<file path="src/rtl/core/pfpr_pkg.sv">
// Package for the parameter frame parser and responder.
// Frame codes, reply layout constants, register indexes and the job record.
// No dependencies.
package pfpr_pkg;

   localparam int FRAME_BYTES = 17;
   localparam int CNT_W       = 5;

   localparam logic [CNT_W-1:0] FRAME_CNT   = CNT_W'(FRAME_BYTES);
   localparam logic [CNT_W-1:0] FUN_CNT     = 5'd3;
   localparam logic [CNT_W-1:0] RD_CNT      = 5'd16;
   localparam logic [CNT_W-1:0] WR_CNT      = 5'd12;
   localparam logic [CNT_W-1:0] RD_LAST_IDX = 5'd16;
   localparam logic [CNT_W-1:0] WR_LAST_IDX = 5'd11;

   localparam logic [7:0] SOF_BYTE = 8'hAA;
   localparam logic [7:0] FUN_RD   = 8'hE0;
   localparam logic [7:0] FUN_WR   = 8'hE1;
   localparam logic [7:0] CMD_RD   = 8'hE1;
   localparam logic [7:0] FUN_RSP  = 8'hE1;
   localparam logic [7:0] LEN_RD   = 8'h0B;
   localparam logic [7:0] LEN_WR   = 8'h06;

   localparam logic [1:0] CSR_LAST_PARAM = 2'd0;
   localparam logic [1:0] CSR_SRC_ADDR   = 2'd1;
   localparam logic [1:0] CSR_TGT_ADDR   = 2'd2;

   localparam logic [15:0] LAST_PARAM_RST = 16'h0049;
   localparam logic [7:0]  SRC_ADDR_RST   = 8'h05;
   localparam logic [7:0]  TGT_ADDR_RST   = 8'hAF;

   typedef struct packed {
      logic        is_rd;
      logic [15:0] num;
      logic [31:0] wr_val;
      logic        rd_ok;
      logic        wf_off;
   } job_type;

endpackage

</file>
<file path="src/rtl/core/param_frame_parser_responder_top.sv">
// Top level of the parameter frame parser and responder.
// Holds the control registers; depends on pfpr_pkg, pfpr_parser and pfpr_reply.
//
//   channel | ports                                  | direction
//   --------+----------------------------------------+----------
//   req     | req_valid, req_stall, req_rx_byte      | in
//   rsp     | rsp_valid, rsp_stall, rsp_tx_byte,     | out
//           | rsp_tx_last, rsp_waveform_off          |
//   csr     | csr_we, csr_index, csr_wdata           | in
//
// A new byte can follow every cycle while req_stall is low.
// A completed write frame, or read frame with CMD_RD, yields a 17-beat (read) or
// 12-beat (write) reply, one beat per cycle from the reply sequencer unless stalled;
// one further frame may complete while it drains.
// Reset is synchronous; the store's valid bits clear at once, so no clearing pass.
// rsp_stall holds the result register; req_stall rises only while a reply waits.
module param_frame_parser_responder_top #(
   parameter int NUM_SETS = 18
) (
   input  logic        clock,
   input  logic        reset,
   input  logic        req_valid,
   output logic        req_stall,
   input  logic [7:0]  req_rx_byte,
   output logic        rsp_valid,
   input  logic        rsp_stall,
   output logic [7:0]  rsp_tx_byte,
   output logic        rsp_tx_last,
   output logic        rsp_waveform_off,
   input  logic        csr_we,
   input  logic [1:0]  csr_index,
   input  logic [15:0] csr_wdata
);

   logic [15:0] last_param_ff;
   logic [7:0]  src_addr_ff, tgt_addr_ff;

   logic              job_vld, job_take;
   pfpr_pkg::job_type job;
   logic [31:0]       rd_data;

   always_ff @(posedge clock) begin
      if (reset) begin
         last_param_ff <= pfpr_pkg::LAST_PARAM_RST;
         src_addr_ff   <= pfpr_pkg::SRC_ADDR_RST;
         tgt_addr_ff   <= pfpr_pkg::TGT_ADDR_RST;
      end else if (csr_we) begin
         unique case (csr_index)
            pfpr_pkg::CSR_LAST_PARAM: last_param_ff <= csr_wdata;
            pfpr_pkg::CSR_SRC_ADDR:   src_addr_ff   <= csr_wdata[7:0];
            pfpr_pkg::CSR_TGT_ADDR:   tgt_addr_ff   <= csr_wdata[7:0];
            default: ;
         endcase
      end
   end

   pfpr_parser #(
      .NUM_SETS (NUM_SETS)
   ) u_parser (
      .clock             (clock),
      .reset             (reset),
      .req_valid         (req_valid),
      .req_stall         (req_stall),
      .req_rx_byte       (req_rx_byte),
      .last_param_number (last_param_ff),
      .job_take          (job_take),
      .job_vld           (job_vld),
      .job               (job),
      .rd_data           (rd_data)
   );

   pfpr_reply u_reply (
      .clock             (clock),
      .reset             (reset),
      .job_vld           (job_vld),
      .job               (job),
      .rd_data           (rd_data),
      .job_take          (job_take),
      .reply_source_addr (src_addr_ff),
      .reply_target_addr (tgt_addr_ff),
      .rsp_valid         (rsp_valid),
      .rsp_stall         (rsp_stall),
      .rsp_tx_byte       (rsp_tx_byte),
      .rsp_tx_last       (rsp_tx_last),
      .rsp_waveform_off  (rsp_waveform_off)
   );

endmodule

</file>
<file path="src/rtl/core/pfpr_ram.sv">
// Generic single-port-write, single-port-read RAM with registered read data.
// No dependencies.
module pfpr_ram #(
   parameter int WIDTH = 32,
   parameter int DEPTH = 54
) (
   input  logic                     clock,
   input  logic                     wr_en,
   input  logic [$clog2(DEPTH)-1:0] wr_addr,
   input  logic [WIDTH-1:0]         wr_data,
   input  logic                     rd_en,
   input  logic [$clog2(DEPTH)-1:0] rd_addr,
   output logic [WIDTH-1:0]         rd_data
);

   logic [WIDTH-1:0] mem_ff [DEPTH];
   logic [WIDTH-1:0] rd_data_ff;

   always_ff @(posedge clock) begin
      if (wr_en) begin
         mem_ff[wr_addr] <= wr_data;
      end
      if (rd_en) begin
         rd_data_ff <= mem_ff[rd_addr];
      end
   end

   assign rd_data = rd_data_ff;

endmodule

</file>
<file path="src/rtl/core/pfpr_parser.sv">
// Frame parser: byte buffer, byte count, waveform flag and the parameter store.
// Depends on pfpr_pkg and pfpr_ram.
module pfpr_parser #(
   parameter int NUM_SETS = 18
) (
   input  logic               clock,
   input  logic               reset,
   input  logic               req_valid,
   output logic               req_stall,
   input  logic [7:0]         req_rx_byte,
   input  logic [15:0]        last_param_number,
   input  logic               job_take,
   output logic               job_vld,
   output pfpr_pkg::job_type  job,
   output logic [31:0]        rd_data
);

   localparam int DEPTH  = 3 * NUM_SETS;
   localparam int ADDR_W = $clog2(DEPTH);
   localparam logic [15:0] DEPTH_NUM = 16'(DEPTH);

   logic [7:0]                 buf_ff [pfpr_pkg::FRAME_BYTES];
   logic [7:0]                 buf_in [pfpr_pkg::FRAME_BYTES];
   logic [pfpr_pkg::CNT_W-1:0] cnt_ff, cnt_in;
   logic [pfpr_pkg::CNT_W-1:0] cnt_base, cnt_inc;
   logic                       wf_ff, wf_in;
   logic                       job_vld_ff, job_vld_in;
   pfpr_pkg::job_type          job_ff, job_in;
   logic [DEPTH-1:0]           vld_ff;

   logic              accept, store, rd_done, wr_done, rd_reply, in_range, wf_clr;
   logic [15:0]       num;
   logic [ADDR_W-1:0] addr;
   logic              ram_we, ram_re;

   assign accept    = req_valid && !req_stall;
   assign req_stall = job_vld_ff && !job_take;

   always_comb begin
      cnt_base = (req_rx_byte == pfpr_pkg::SOF_BYTE) ? '0 : cnt_ff;
      store    = cnt_base < pfpr_pkg::FRAME_CNT;
      cnt_inc  = store ? cnt_base + 5'd1 : cnt_base;
      buf_in   = buf_ff;
      if (store) begin
         buf_in[cnt_base] = req_rx_byte;
      end

      rd_done  = (buf_in[3] == pfpr_pkg::FUN_RD) && (cnt_inc >= pfpr_pkg::RD_CNT);
      wr_done  = !rd_done && (buf_in[3] == pfpr_pkg::FUN_WR) && (cnt_inc >= pfpr_pkg::WR_CNT);
      rd_reply = rd_done && (buf_in[5] == pfpr_pkg::CMD_RD);

      num      = rd_done ? {buf_in[6], buf_in[7]} : {buf_in[5], buf_in[6]};
      in_range = (num != 16'd0) && (num <= DEPTH_NUM);
      addr     = ADDR_W'(num - 16'd1);

      wf_clr = ((rd_reply && (num != 16'd0)) || wr_done) && (num >= last_param_number);
      if (wf_clr) begin
         wf_in = 1'b0;
      end else if (cnt_inc >= pfpr_pkg::FUN_CNT) begin
         wf_in = 1'b1;
      end else begin
         wf_in = wf_ff;
      end

      cnt_in = (rd_done || wr_done) ? '0 : cnt_inc;

      job_in.is_rd  = rd_done;
      job_in.num    = num;
      job_in.wr_val = {buf_in[7], buf_in[8], buf_in[9], buf_in[10]};
      job_in.rd_ok  = in_range && vld_ff[addr];
      job_in.wf_off = wf_in;

      if (accept && (rd_reply || wr_done)) begin
         job_vld_in = 1'b1;
      end else if (job_take) begin
         job_vld_in = 1'b0;
      end else begin
         job_vld_in = job_vld_ff;
      end

      ram_we = accept && wr_done && in_range;
      ram_re = accept && rd_reply && in_range;
   end

   always_ff @(posedge clock) begin
      if (reset) begin
         cnt_ff     <= '0;
         wf_ff      <= 1'b0;
         job_vld_ff <= 1'b0;
         vld_ff     <= '0;
      end else begin
         job_vld_ff <= job_vld_in;
         if (accept) begin
            cnt_ff <= cnt_in;
            wf_ff  <= wf_in;
         end
         if (ram_we) begin
            vld_ff[addr] <= 1'b1;
         end
      end
   end

   always_ff @(posedge clock) begin
      if (accept) begin
         buf_ff <= buf_in;
      end
      if (accept && (rd_reply || wr_done)) begin
         job_ff <= job_in;
      end
   end

   pfpr_ram #(
      .WIDTH (32),
      .DEPTH (DEPTH)
   ) u_store (
      .clock   (clock),
      .wr_en   (ram_we),
      .wr_addr (addr),
      .wr_data (job_in.wr_val),
      .rd_en   (ram_re),
      .rd_addr (addr),
      .rd_data (rd_data)
   );

   assign job_vld = job_vld_ff;
   assign job     = job_ff;

   a_cnt_bound: assert property (@(posedge clock) disable iff (reset)
      cnt_ff <= pfpr_pkg::FRAME_CNT)
      else $error("byte count beyond frame length");

   a_job_hold: assert property (@(posedge clock) disable iff (reset)
      job_vld_ff && !job_take |=> job_vld_ff && $stable(job_ff))
      else $error("pending job changed before hand-off");

endmodule

</file>
<file path="src/rtl/core/pfpr_reply.sv">
// Reply sequencer: walks one reply frame a beat per cycle unless stalled,
// adds the checksum, and holds the result register. Depends on pfpr_pkg.
module pfpr_reply (
   input  logic              clock,
   input  logic              reset,
   input  logic              job_vld,
   input  pfpr_pkg::job_type job,
   input  logic [31:0]       rd_data,
   output logic              job_take,
   input  logic [7:0]        reply_source_addr,
   input  logic [7:0]        reply_target_addr,
   output logic              rsp_valid,
   input  logic              rsp_stall,
   output logic [7:0]        rsp_tx_byte,
   output logic              rsp_tx_last,
   output logic              rsp_waveform_off
);

   logic                       busy_ff, busy_in;
   logic [pfpr_pkg::CNT_W-1:0] idx_ff, idx_in;
   logic [7:0]                 sum_ff, sum_in;
   logic                       is_rd_ff;
   logic [15:0]                num_ff;
   logic [31:0]                val_ff;
   logic                       wf_ff;
   logic                       rsp_valid_ff, rsp_valid_in;
   logic [7:0]                 rsp_byte_ff;
   logic                       rsp_last_ff, rsp_wf_ff;

   logic       out_free, emit, is_last;
   logic [7:0] cur_byte;
   logic [31:0] take_val;

   always_comb begin
      out_free = !rsp_valid_ff || !rsp_stall;
      emit     = busy_ff && out_free;
      is_last  = idx_ff == (is_rd_ff ? pfpr_pkg::RD_LAST_IDX : pfpr_pkg::WR_LAST_IDX);
      job_take = job_vld && (!busy_ff || (emit && is_last));
      take_val = job.is_rd ? (job.rd_ok ? rd_data : 32'd0) : job.wr_val;

      if (is_last) begin
         cur_byte = sum_ff;
      end else begin
         unique case (idx_ff)
            5'd0:    cur_byte = pfpr_pkg::SOF_BYTE;
            5'd1:    cur_byte = reply_source_addr;
            5'd2:    cur_byte = reply_target_addr;
            5'd3:    cur_byte = pfpr_pkg::FUN_RSP;
            5'd4:    cur_byte = is_rd_ff ? pfpr_pkg::LEN_RD : pfpr_pkg::LEN_WR;
            5'd5:    cur_byte = num_ff[15:8];
            5'd6:    cur_byte = num_ff[7:0];
            5'd7:    cur_byte = val_ff[31:24];
            5'd8:    cur_byte = val_ff[23:16];
            5'd9:    cur_byte = val_ff[15:8];
            5'd10:   cur_byte = val_ff[7:0];
            default: cur_byte = 8'd0;
         endcase
      end

      busy_in = busy_ff;
      idx_in  = idx_ff;
      sum_in  = sum_ff;
      if (job_take) begin
         busy_in = 1'b1;
         idx_in  = '0;
         sum_in  = 8'd0;
      end else if (emit) begin
         busy_in = !is_last;
         idx_in  = idx_ff + 5'd1;
         sum_in  = sum_ff + cur_byte;
      end

      if (emit) begin
         rsp_valid_in = 1'b1;
      end else if (!rsp_stall) begin
         rsp_valid_in = 1'b0;
      end else begin
         rsp_valid_in = rsp_valid_ff;
      end
   end

   always_ff @(posedge clock) begin
      if (reset) begin
         busy_ff      <= 1'b0;
         rsp_valid_ff <= 1'b0;
      end else begin
         busy_ff      <= busy_in;
         rsp_valid_ff <= rsp_valid_in;
      end
   end

   always_ff @(posedge clock) begin
      idx_ff <= idx_in;
      sum_ff <= sum_in;
      if (job_take) begin
         is_rd_ff <= job.is_rd;
         num_ff   <= job.num;
         val_ff   <= take_val;
         wf_ff    <= job.wf_off;
      end
      if (emit) begin
         rsp_byte_ff <= cur_byte;
         rsp_last_ff <= is_last;
         rsp_wf_ff   <= wf_ff;
      end
   end

   assign rsp_valid        = rsp_valid_ff;
   assign rsp_tx_byte      = rsp_byte_ff;
   assign rsp_tx_last      = rsp_last_ff;
   assign rsp_waveform_off = rsp_wf_ff;

   a_idx_bound: assert property (@(posedge clock) disable iff (reset)
      busy_ff |-> idx_ff <= pfpr_pkg::RD_LAST_IDX)
      else $error("reply index past frame end");

   a_frame_end: assert property (@(posedge clock) disable iff (reset)
      emit && is_last && !job_take |=> !busy_ff && rsp_valid && rsp_tx_last)
      else $error("sequencer did not close frame on checksum beat");

   a_frame_start: assert property (@(posedge clock) disable iff (reset)
      job_take |=> busy_ff && idx_ff == '0 && sum_ff == 8'd0)
      else $error("new reply frame not started cleanly");

endmodule

</file>
<file path="config.mk">
export PLATFORM = sky130hd
export DESIGN_NAME = param_frame_parser_responder_top
export DESIGN_NICKNAME = d
export VERILOG_FILES = /design/src/rtl/core/pfpr_pkg.sv /design/src/rtl/core/param_frame_parser_responder_top.sv /design/src/rtl/core/pfpr_ram.sv /design/src/rtl/core/pfpr_parser.sv /design/src/rtl/core/pfpr_reply.sv
export SDC_FILE = /design/constraint.sdc
export NUM_CORES = 2
export LEC_CHECK = 0
export ABC_AREA = 1
export BUFFER_PORTS_ARGS = -buffer_cell sky130_fd_sc_hd__buf_2
export CORE_ASPECT_RATIO = 1.75
export CORE_MARGIN = 2
export CORE_UTILIZATION = 24
export CTS_CLUSTER_DIAMETER = 100
export DETAILED_ROUTE_END_ITERATION = 8
export SETUP_SLACK_MARGIN = 0.4
export SLEW_MARGIN = 40
export SYNTH_ARGS = -nofsm -noshare
export SYNTH_HDL_FRONTEND = slang
export SYNTH_SLANG_ARGS = --single-unit
export TNS_END_PERCENT = 30
</file>
<file path="constraint.sdc">
create_clock -name clock -period 13.5 [get_ports clock]
set_clock_uncertainty 0.2 [all_clocks]
set_input_delay 0.675 -clock clock [delete_from_list [all_inputs] [get_ports clock]]
set_output_delay 0.675 -clock clock [all_outputs]
set_load 0.1 [all_outputs]
</file>
# Word-level counts from Yosys, hierarchy flattened
# Memories as Yosys holds them, arrays and structs flattened. A register that Yosys moved wholly into a read port is not among the register bits.
# Cells that the tools add are included.
[totals]
register_bits = 355
memories = 1
ramBits = 1728
elab_cells = 144
output_inout_bits = 12
input_bits = 31
[memory_table]
columns = ["name", "depth", "width", "rd", "rd_ports_with_merged_regs", "write_ports", "line", "rtl"]
rows = [
  ["u_parser.u_store.mem_ff", 54, 32, 1, 1, 1, "pfpr_ram.sv:16", "logic [WIDTH-1:0] mem_ff [DEPTH];"],
]
[classes]
bitwise_logic = 2
n_reduce_logical = 41
add_sub_neg = 4
order_cmp = 10
n_eq_ne = 18
mux = 28
[op_table]
columns = ["operator", "n"]
rows = [
  ["bitwise mux 136 bit", 1],
  ["2-to-1 mux 112 bit", 1],
  ["one-hot mux 8 bit (11 select lines)", 1],
  ["2-to-1 mux 32 bit", 2],
  ["bitwise OR 54 bit", 1],
  ["demux 8 bit (select 5 bit)", 1],
  ["equality test 8 bit, second input constant", 4],
  ["equality test 5 x 3 -> 1 bit, second input constant", 4],
  ["logical AND 1 bit", 20],
  ["2-to-1 mux 5 bit", 4],
  [">= comparator 16 bit", 1],
  ["less-or-equal comparator 16 x 6 -> 1 bit, second input constant", 1],
  ["2-to-1 mux 16 bit", 1],
  ["2-to-1 mux 8 bit", 2],
  ["nonzero test 16 bit", 1],
  ["equality test 5 x 4 -> 1 bit, second input constant", 3],
  ["2-to-1 mux 1 bit", 12],
  ["adder 5 x 1 -> 5 bit, second input constant", 2],
  ["equality test 5 x 2 -> 1 bit, second input constant", 2],
  ["adder 8 bit", 1],
  ["AND reduction 2 bit", 4],
  ["logical NOT 1 bit", 7],
  ["less-than comparator 6 x 7 -> 1 bit, second input constant", 1],
  ["binary-select mux 1 bit (select 6 bit)", 1],
  ["20 further kinds", 25],
]

# Longest topological paths before layout
[logic_depth]
ltp_word = 18
depth_mapped = 35
ltp_nobuf = 28

# Cells and area by module
# Synthesis repeated with hierarchy kept, for this count alone.
[unflattened]
cells_unflattened = 7424
area_unflattened_um2 = 84394.7
[modules_own_cells]
columns = ["module", "seq_area_each_um2", "area_per_inst_um2", "n_inst", "cells_each"]
rows = [
  ["pfpr_ram", 52850.7, 70896.7, 1, 5803],
  ["pfpr_parser", 4434.3, 8269.2, 1, 998],
  ["pfpr_reply", 2102.0, 3875.0, 1, 434],
  ["param_frame_parser_responder_top", 640.6, 1353.8, 1, 189],
]

# Worst setup path after synthesis
# OpenSTA, ideal clock, no wires.
[synth_path]
path_type = "input port to flip-flop"
startpoint = "input port req_rx_byte[0]"
endpoint = "memory u_parser.u_store.mem_ff[15][0] (enable)"
arrival_time_ns = 7.337
required_ns = 12.879
path_slack_ns = 5.542
setup_time_ns = 0.421
n_path_buf = 9
stages = 27
cell_sequence = "inv_2 -> nand2_1 -> nor2_2 -> nand2_4 -> nand2_1 -> inv_1 -> ha_1 -> clkbuf_1 -> nand2_1 -> buf_2 -> o21ai_1 -> nand3_4 -> nand2_2 -> inv_2 -> buf_6 -> buf_6 -> buf_6 -> buf_2 -> ha_1 -> clkbuf_1 -> inv_1 -> clkbuf_1 -> nand2_2 -> buf_1 -> inv_1 -> nand3_2 -> nor2_1"
[synth_rtl]
columns = ["item", "line", "rtl"]
rows = [
  ["from (decl)", "param_frame_parser_responder_top.sv:24", "input logic [7:0] req_rx_byte,"],
  ["to (decl)", "pfpr_ram.sv:16", ""],
]

==> impl.org <==
** Global route
- For this run, global-route usage on met1 was measured as 15.47%.
- The number of global-route vias before repair is around 55,000.
- Met3 usage in global routing :: around 1.5%
- Global-route met2 utilization :: between 20% and 30%
- met2 is the most crowded layer.
- The first global-routing pass estimated 385,000 µm of wire.
- Entering global routing, the biggest net connects 170 pins.
- Overall Global Routing Usage :: 14.29%
- The number of antenna violations at the first check in global routing is 14.
- The total overflow left after global routing is 0.

** Timing
- For the final routed database, the setup TNS stands at 0 ns.
- Timing would allow up to 0.1052 GHz.
- Setup slack closes at 3.995 ns.
- Setup repair after global routing left no endpoint under its margin.
- The max-slew violation count is 0.
- At the pin with the least slew margin, the transition time is 0.8996 ns.
- The count of final hold-check violations came to 0.
- Post-layout minimum cycle time :: 9.505 ns
- Crit share post-route :: a little over two thirds
- Setup violators final :: 0
- The worst pin sits at a relative slew slack of between 40 and 50%.
- Final hold slack :: roughly 0.037 ns

** Synth
- Number of instances in the synthesized netlist :: 8,166
- Synthesis inferred 2,035 register bits.
- Primary FF master, synth :: edfxtp_1
- The number of nets handed over by synthesis was 8,232.
- Number of flops mapped to enable cells by yosys :: 1,927
- The cell area that synthesis handed to floorplanning was 0.08564 mm².
- Counting flops with an async set or reset pin after synthesis yields a share of 0%.
- Averaged over all synthesized cells, the footprint is 10.49 µm².
- Post-synthesis sequential area ratio :: 70.09%
- Synthesis Warnings :: 0
- In this run, distinct cell masters in the synthesized netlist total 55.

** Critical path
- The critical path in this run is classified as primary input to flop.
- Data on the critical path is required at its endpoint by 13.81 ns.
- Kind of end point of the critical path :: flop
- For the worst setup path, the data arrival time is 9.81 ns.
- In this run the register-to-register setup slack is 4.60 ns.
- STA classifies the critical path startpoint as a primary input.
- Of all nets on the critical path, the largest fanout is approximately 110.

** Routing
- Router iterations before antenna repair :: 6
- Using the TritonRoute via totals, the vias-per-cell ratio works out to 4.438.
- For this block, the initial DRC count from the detailed router was between 5,000 and 6,000.
- Final antenna-violating net count :: 0
- Routed via count :: 57,568
- Post-Route WL :: 266,600 µm
- Drt wl/cell :: 20.55 µm
- Final routed DRC violation total :: 0

** Finish
- For this run, the share of the core covered by cells in the final layout is 27.63%.
- Most common cell after layout, fill and taps aside :: nand2_1
- Relative area change from synthesis to final layout :: 14.71%
- The finished cells cover 0.09824 mm².
- Total number of nets in the final design :: slightly above 8,000
- Commonest non-fill, non-tap cells in the layout :: 4,119 x nand2_1, 1,927 x edfxtp_1, 286 x a21oi_1
- Fraction of final layout cells sized beyond drive strength 1 :: 7.645%

** Floorplan
- For this design the top-level I/O count stands at 43.
- Die area :: between 0.3 and 0.4 mm²
- Die width :: 455.6 µm
- The region available for standard cell placement spans 0.3556 mm².
- For this configuration, the core starts out at a cell density of 24.08%.
- Y dimension of the die :: 794.2 µm
- The initialized floorplan defines 290 standard-cell rows.

** CTS
- Sink count of the clock tree :: about 2,000
- CTS tree :: built
- No sink is reached through more buffers than the 4 on the longest clock path.
- Source-to-sink clock delay at the later pin of the worst-skew pair :: 0.88 ns
- Setup repair bufs after CTS :: 0
- The H-tree was split into 4 levels.
- Number of buffers created by CTS :: 173
- Clock tree synthesis selected as its root buffer the cell clkbuf_16.
- After clock tree synthesis, the clock-pin slew on the worst setup and hold paths is 0.06 ns.

** Power
- Dividing total power by cell area gives a power density of 130.5 mW/mm².
- Leakage Power :: 37.69 nW
- The worst-case IR drop observed on VDD is ~96 µV.

** Placement
- RD Place Congestion :: 0.9609
- HPWL Detailed :: 163,800 µm
- Summing all placed instances gives a cell area of about 0.093 mm².
- Minimum setup slack after placement :: 3.839 ns
- During placement, the flow inserted port buffers numbering 42.

** Run status
- Run status :: complete, no violations

** Worst hold path
- Hold WC Path Type :: primary input to flop

** Run
- Across the run, the number of max-cap violations was 0.
-- layer usage --
metal,share of wire (%),wire [µm]
met2,50,132500
met3,5.4,14490
met1,35,93610
met4,9.8,26050
met5,0.0086,23
-- report_power, final --
group / internal (mW) / switching [mW] / total, mW
Sequential: 6.91 / 0.00794 / 6.92
Clock: 2.59 / 2.29 / 4.88
Combinational: 0.217 / 0.806 / 1.02
-- logic make-up after synthesis --
| kind of cell | after synthesis | synth area share (%) |
|---|---|---|
| buf+inv | 674 | 3.395 |
| flops | 2035 | 70.09 |
| simple gates | 4862 | 22.50 |
| xor+xnor | 6 | 0.06136 |
| fa+ha+maj | 35 | 0.5201 |
| compound gates | 554 | 3.435 |
-- synthesized netlist by cell type (3+ instances only) --
cell	instances	area share [%]
nand4_4	4	0.099
nand3_2	6	0.070
nand3_1	283	1.7
a211oi_1	4	0.035
nand2_1	4123	18
nand3b_1	14	0.12
nor2_1	293	1.3
a221oi_1	13	0.13
clkbuf_1	143	0.63
o21ai_1	58	0.34
nor2_8	5	0.12
nor3_1	43	0.25
xor2_1	6	0.061
inv_1	245	1.1
o21bai_1	8	0.070
a22o_1	3	0.031
nor2_2	29	0.21
clkinv_1	3	0.013
edfxtp_1	1927	68
o21ai_0	162	0.95
a21oi_1	286	1.7
nand2_2	19	0.14
buf_1	39	0.17
buf_6	14	0.18
nand3_4	3	0.061
buf_2	210	1.2
ha_1	34	0.50
nand2_4	8	0.11
dfxtp_1	108	2.5
nand4_1	15	0.11
nor2_4	10	0.13
inv_2	17	0.075
-- through the flow --
step / instances / total power, mW
6_report: 12972 / 12.82
5_1_grt: 12967 / 13.17
4_1_cts: 12961 / 12.89
3_5_place_dp: 12641 / 8.072
3_3_place_gp: 12584 / 8.063
2_1_floorplan: 8166 / 7.648
-- worst max-delay path, stage by stage --
cell and delay (ns):
dlygate4sd3_1 0.54, buf_2 0.14, inv_2 0.19, nand2_1 0.10, nor2_2 0.13, nand2_4 0.10, nand2_1 0.14, inv_1 0.11
ha_1 0.38, nand2_1 0.51, nand2_1 0.18, o21ai_4 0.09, buf_4 0.60, nand3_4 0.48, nand2_8 0.77, inv_8 0.44
ha_1 0.41, inv_1 0.06, nand2_1 0.12, nand2_8 0.43, buf_4 0.48, nand2_4 0.44, inv_1 0.25, nand3_2 0.65
nor2_4 0.82, buf_16 0.24
-- final timing paths --
kind              cells after the start                                        end                       startpoint
setup reg to reg                     19  u_parser.u_store.mem_ff[31][17]$_DFFE_PP_  u_parser.cnt_ff[0]$_SDFFE_PP0P_
setup / recovery                     26  u_parser.u_store.mem_ff[31][17]$_DFFE_PP_                   req_rx_byte[6]
hold reg to reg                       0                u_reply.num_ff[0]$_DFFE_PP_       u_parser.job[34]$_DFFE_PP_
hold / removal                        4                src_addr_ff[0]$_SDFFE_PP1P_                     csr_index[1]
-- timing repair --
action / 4_1_cts / 5_1_grt
hold buffers: 21 / 0
endpoints found under the hold margin: 34 / 0
gates resized for setup: 0 / 0
-- sequential cells by signal, summed over array words and instances, names as in the netlist, 16 cells and up --
| register | cells |
|---|---|
| last_param_ff | 16 |
| u_reply.num_ff | 16 |
| u_parser.buf_ff | 56 |
| u_parser.u_store.rd_data | 32 |
| u_parser.vld_ff | 54 |
| u_reply.val_ff | 32 |
| u_parser.job | 51 |
| u_parser.u_store.mem_ff | 1728 |
-- layout make-up --
cell class	count	area (µm²)
clock inverter	86	643.1
tap	4672	5846
clock buffer	213	4626
inverter	266	1026
sequential	2035	60030
fill	36647	257400
timing repair buffer	236	2629
antenna	7	17.52
multi-input combinational	5457	23430
(Power assumes the default switching activity.)
